==> src/hw/rtl/psp_div.sv <==
// Bit-serial restoring divider: one quotient bit per cycle.
module psp_div #(
	parameter int DW = 31,
	parameter int VW = 32
) (
	input  logic          clk,
	input  logic          arst_n,
	input  logic          start,
	input  logic [DW-1:0] dividend,
	input  logic [VW-1:0] divisor,
	output logic          done,
	output logic [DW-1:0] quotient
);

	localparam int CNT_W = $clog2(DW + 1);

	logic [VW-1:0]    rem_q;
	logic [VW-1:0]    div_q;
	logic [DW-1:0]    quo_q;
	logic [CNT_W-1:0] cnt_q;
	logic             busy_q;
	logic             done_q;

	logic [VW:0]   rem_shift;
	logic [VW:0]   rem_diff;
	logic          fits;
	logic [VW-1:0] rem_next;

	assign rem_shift = {rem_q, quo_q[DW-1]};
	assign rem_diff  = rem_shift - {1'b0, div_q};
	assign fits      = rem_shift >= {1'b0, div_q};
	assign rem_next  = fits ? rem_diff[VW-1:0] : rem_shift[VW-1:0];

	always_ff @(posedge clk or negedge arst_n) begin
		if (!arst_n) begin
			busy_q <= 1'b0;
			done_q <= 1'b0;
			cnt_q  <= '0;
		end else begin
			done_q <= 1'b0;
			if (start) begin
				busy_q <= 1'b1;
				cnt_q  <= CNT_W'(DW);
			end else if (busy_q) begin
				cnt_q <= cnt_q - CNT_W'(1);
				if (cnt_q == CNT_W'(1)) begin
					busy_q <= 1'b0;
					done_q <= 1'b1;
				end
			end
		end
	end

	// payload: load operands on start, shift one bit a cycle while busy
	always_ff @(posedge clk) begin
		if (start) begin
			rem_q <= '0;
			div_q <= divisor;
			quo_q <= dividend;
		end else if (busy_q) begin
			rem_q <= rem_next;
			quo_q <= {quo_q[DW-2:0], fits};
		end
	end

	assign done     = done_q;
	assign quotient = quo_q;

endmodule

==> config.mk <==
export PLATFORM = sky130hd
export DESIGN_NAME = psp_div
export DESIGN_NICKNAME = d
export VERILOG_FILES = /design/src/hw/rtl/psp_div.sv
export SDC_FILE = /design/constraint.sdc
export NUM_CORES = 1
export LEC_CHECK = 0
export BUFFER_PORTS_ARGS = -buffer_cell sky130_fd_sc_hd__buf_2
export CORE_MARGIN = 3
export CORE_UTILIZATION = 52
export CTS_CLUSTER_SIZE = 20
export DETAILED_ROUTE_END_ITERATION = 6
export PLACE_DENSITY = 0.77
export SLEW_MARGIN = 25
export SYNTH_ARGS = -nofsm -noshare
export SYNTH_HDL_FRONTEND = slang
export SYNTH_SLANG_ARGS = --single-unit
==> constraint.sdc <==
create_clock -name clk -period 2.5 [get_ports clk]
set_input_delay 0.25 -clock clk [delete_from_list [all_inputs] [get_ports clk]]
set_output_delay 0.25 -clock clk [all_outputs]
set_load 0.1 [all_outputs]
# After elaboration in Yosys (flattened, before gate mapping)
# Cells that the tools add are included.
op_classes:
  add_sub_neg: 2
  n_lt_le_gt_ge: 1
  n_eq_ne: 1
  n_mux: 11
  reduce_logical: 1
ops:
  columns: ["op", "count"]
  rows:
  - ["31-bit two-way mux", 2]
  - ["33-bit by 32-bit >= comparator with 1-bit output", 1]
  - ["32-bit two-way mux", 1]
  - ["32-bit subtractor", 1]
  - ["5-bit two-way mux", 2]
  - ["1-bit two-way mux", 6]
  - ["5-bit by 1-bit == test with 1-bit output, second input constant", 1]
  - ["5-bit by 1-bit subtractor with 5-bit output, second input constant", 1]
  - ["2-bit nonzero test", 1]
totals:
  register_bits: 102
  inputBits: 66
  output_inout_bits: 32
  wordCells: 22

# Depth between registers and ports, before layout
logic_depth:
  ltp_word: 4
  depth_mapped: 12
  ltp_nobuf: 11

# Least setup slack after synthesis
# OpenSTA, ideal clock, no wires.
synth_timing:
  kind: "register to register"
  from: "register quo_q[30] (netlist: quotient[30])"
  to: "register rem_q[16]"
  setup_time_ns: 0.088
  t_arrival_ns: 3.219
  required_time_ns: 2.412
  slack_ns: -0.807
  stages_incl_launch_ff: 12
  path_buffers: 0
  synth_period_minus_slack_ns: 3.307
  path_cell_list: "edfxtp_1 -> inv_1 -> ha_1 -> fa_1 -> nor2b_1 -> o31a_1 -> a31oi_1 -> a211o_1 -> a31oi_1 -> nor3_1 -> or3b_1 -> a311oi_2"
synth_via:
  elab_chain_len: 2
  word_cells_on_any_way: 3
  classes_between: "1 x add/sub; 1 x order compare; 1 x mux"
synth_lines:
  columns: ["element", "line", "rtl"]
  rows:
  - ["start, declared", "19", "logic [DW-1:0] quo_q;"]
  - ["start signal, assigned", "59", "quo_q <= dividend;"]
  - ["start signal, assigned", "62", "quo_q <= {quo_q[DW-2:0], fits};"]
  - ["32-bit subtractor / 33-bit by 32-bit >= comparator with 1-bit output (equally long branches)", "30, 31", null]
  - ["32-bit two-way mux *", "32", "assign rem_next = fits ? rem_diff[VW-1:0] : rem_shift[VW-1:0];"]
  - ["end signal, assigned", "61", "rem_q <= rem_next;"]
  - ["end, declared", "17", "logic [VW-1:0] rem_q;"]
# Mark *: on every way between the ends. The rest lies on a longest branch, timed or not.
# A chain may end at the register's enable or synchronous reset.

# Worst setup path in the final report
layout_timing:
  from: "register div_q[0]"
  to: "register rem_q[20]"
layout_via:
  elab_chain_len: 2
  word_cells_on_any_way: 3
  classes_between: "1 x add/sub; 1 x order compare; 1 x mux"
layout_lines:
  columns: ["element", "line", "rtl"]
  rows:
  - ["start, declared", "18", "logic [VW-1:0] div_q;"]
  - ["start signal, assigned", "58", "div_q <= divisor;"]
  - ["32-bit subtractor / 33-bit by 32-bit >= comparator with 1-bit output (equally long branches)", "30, 31", null]
  - ["32-bit two-way mux *", "32", null]
# Marked as above.

==> results by group <==
Logic synthesis
  – Synth warn: 0
  – Register area share after synthesis: 45.4%
  – Distinct cells, synth: 67
  – Adder-cell share of the synthesized area: 7.47%
  – Mux cell area share after synthesis: 7.37%
  – Largest family of logic cells by synthesized area: compound AO/OA/AOI/OAI gates
  – Post-Syn Area: 5960 µm²
  – Post-Syn Nets: 686
  – Top_reg_cell synth: edfxtp_1
  – Avg Inst Size Synth: 10.2 µm²
  – Synth Area in Compound Gates: 18.0%
  – Post-Synth Simple-Gate Area: 14.0%
  – Gate Count Post-Synth: 585
  – Register bit count reported by yosys: 102
  – Xor and xnor area share after synthesis: 3.09%
  – Ys async rst share: 6.86%
  – Number of synthesized flops with an enable pin: 63

Routing
  – Post-Route WL: 18300 µm
  – Initial DRC count: 446
  – DR DRC count: 0
  – TritonRoute pass-1 iters: 5
  – WL per Instance: 19.1 µm
  – Vias per cell: 5.94
  – Vias: 5694
  – Final ANT Viol Nets: 0

Timing
  – RSZ-0062 raised after global routing: true
  – Least-Margin Pin Slew: 0.732 ns
  – Slew Viols, Final: 0
  – Max Clock Freq: 0.357 GHz
  – Final min period: 2.80 ns
  – # setup viols final: 23
  – Final Hold Fails: 0
  – Slew HR: 51.2%
  – Period utilization: 112%
  – Final WS setup: -0.301 ns
  – Final Skew: 0.0115 ns

Global route
  – Total track usage: 27.4%
  – Congestion Overflow GR: 0
  – Initial antenna violation count: 0
  – First-pass GRT wire length: 27800 µm
  – Largest net degree at the start of global routing: 46
  – Vias in the first global route: 5805

Pwr
  – Max rail drop VDD: 0.825 mV
  – Power Density: 1110 nW/µm²
  – Leak: 3.78 nW

Clock tree
  – CTS root buf: clkbuf_16
  – Clk pin slew, worst setup/hold paths: 0.07 ns
  – Longest Clk Path Bufs: 2
  – Clock latency on the worst-skew pair: 0.36 ns
  – Max H-tree Level: 3
  – CTS tree: done
  – CTS sink count: 102
  – Inserted Clock Buffers: 9

Critical path
  – Worst reg2reg path endpoint: rem_q[20]
  – Crit-path max FO: 5
  – Reg2reg start: div_q[0]
  – CP cell instances: ha_4 > fa_2 > nor2b_4 > o31a_1 > a31oi_2 > a211o_2 > buf_12 > buf_4 > a21oi_2 > xor2_1 > mux2i_1 > o22ai_1
  – CP endpoint kind: flop
  – Buf+Inv Stages, Crit Path: 2
  – CP max-delay cell: edfxtp_1
  – Critical Path Source Type: flop
  – CP top delay family: compound AO/OA/AOI/OAI gates
  – Worst path required time: 2.76 ns
  – CP Depth: 12
  – Setup CP Type: flop to flop
  – Worst setup path endpoint: rem_q[20]
  – Worst Path Arrival: 3.06 ns
  – CP max stage delay: 0.41 ns
  – Worst setup startpoint: div_q[0]
  – Worst R2R Path Depth: 12
  – FF-to-FF setup slack: -0.30 ns

Placement
  – Port Buffers: 97
  – Area after DPL: 7430 µm²
  – HPWL Detailed: 12000 µm
  – GP Congestion: 0.913

Floorplan
  – Chip width: 113 µm
  – Boundary Pins: 98
  – Core area: 11000 µm²
  – Die H: 113 µm
  – Initial core utilization: 54.0%
  – Row Count: 38
  – Area of the die: 12800 µm²

Final layout
  – Syn-to-layout area delta: 44.3%
  – Core Util, Final: 77.9%
  – Antenna Cells: 0
  – Final nets: 914
  – Share of cells above drive strength 1: 47.1%
  – Cell area after layout: 8600 µm²

Hold path
  – Min-Delay Startpoint: divisor[19]
  – Worst min path class: primary input to flop

Outcome
  – Status: complete, but fails checks
  – Failing checks: negative setup slack

Job
  – Max-Cap Viols: 0
## layout make-up
class / instances / area (µm²)
Inverter: 46 / 173
Tap cell: 140 / 175
Clock inverter: 5 / 65.1
Clock buffer: 11 / 243
Fill cell: 675 / 2430
Timing Repair Buffer: 237 / 1650
Multi-Input combinational cell: 417 / 3580
Sequential cell: 102 / 2710
## sequential cells by signal (all words and copies together) (netlist names)
signal    cells
quotient     31
done          1
rem_q        32
div_q        32
cnt_q         5
busy_q        1
## synth_stat cells, types with 13 or more instances
master / number / share of area [%]
a21o_1: 17 / 2.1
a21oi_1: 33 / 2.8
dfxtp_1: 32 / 11
edfxtp_1: 63 / 32
ha_1: 34 / 7.1
inv_1: 46 / 2.9
mux2_2: 31 / 5.9
nand2_1: 57 / 3.6
nand3_1: 17 / 1.4
nor2_1: 30 / 1.9
o21ai_0: 20 / 1.7
o21ai_1: 13 / 1.1
## where the power goes
| group | switching, mW | internal (mW) | total (mW) | leakage [nW] |
|---|---|---|---|---|
| logic | 2.99 | 2.67 | 5.66 | 2.65 |
| clock network | 0.655 | 0.815 | 1.47 | 0.151 |
| registers | 0.272 | 2.12 | 2.39 | 0.975 |
## logic make-up after synthesis
family | Yosys count
buffers and inverters | 68
AND/OR/NAND/NOR | 166
multiplexers | 40
XOR/XNOR | 21
flip-flops | 102
adder cells (fa/ha/maj) | 35
AO/OA/AOI/OAI | 153
## layout by cell type, fill, tap and decap left out, types with 11 or more instances in the layout
| master | n |
|---|---|
| ha_1 | 16 |
| xor2_1 | 12 |
| dfxtp_1 | 32 |
| nand2_1 | 52 |
| o21ai_1 | 14 |
| nand3_1 | 11 |
| inv_1 | 37 |
| buf_4 | 127 |
| nor2_1 | 29 |
| mux2_2 | 31 |
| edfxtp_1 | 63 |
| clkbuf_16 | 11 |
| a21o_1 | 17 |
| ha_4 | 17 |
| o21ai_0 | 15 |
| buf_2 | 96 |
| a21oi_1 | 20 |
| a21oi_2 | 12 |
## worst min path at each step
stage	slack, ns	cells past startpoint	end
after CTS	0.05	1	div_q[28]
after global routing	0.04	1	div_q[27]
final	0.06	1	div_q[19]
after global placement	0.09	1	done
after floorplan	-0.05	0	busy_q
after detailed placement	0.09	1	done
## per-stage QoR
step | setup WS, ns | std cells | TNS, ns | hold WS [ns] | power, mW
after floorplan | -0.712 | 585 | -7.14 | -0.0456 | 5.09
after global placement | -0.212 | 911 | -1.55 | 0.0885 | 6.63
after detailed placement | -0.281 | 911 | -3.04 | 0.0870 | 6.76
after CTS | -0.166 | 940 | -0.892 | 0.0465 | 8.75
after global routing | -0.372 | 958 | -7.02 | 0.0415 | 9.98
final | -0.301 | 958 | -3.03 | 0.0568 | 9.52
## what timing repair did
item                                    4_1_cts  5_1_grt
pin swaps                                    24       32
endpoints found under the hold margin         7        0
gates resized for setup                      53       53
hold buffers                                  1        0
setup buffers                                11       16
endpoints found under the setup margin       32       33
gates cloned                                  2        2
## routing by layer
metal / global-route usage (%) / wire (µm) / share of wire [%] / up-vias
li1: - / - / - / 2615
met1: 31.7 / 7070 / 39 / 2713
met2: 46.7 / 9120 / 50 / 291
met3: 8.07 / 1410 / 7.7 / 75
met4: 12.8 / 694 / 3.8 / 0
met5: 0 / 0 / 0 / -
(Power assumes the default switching activity.)
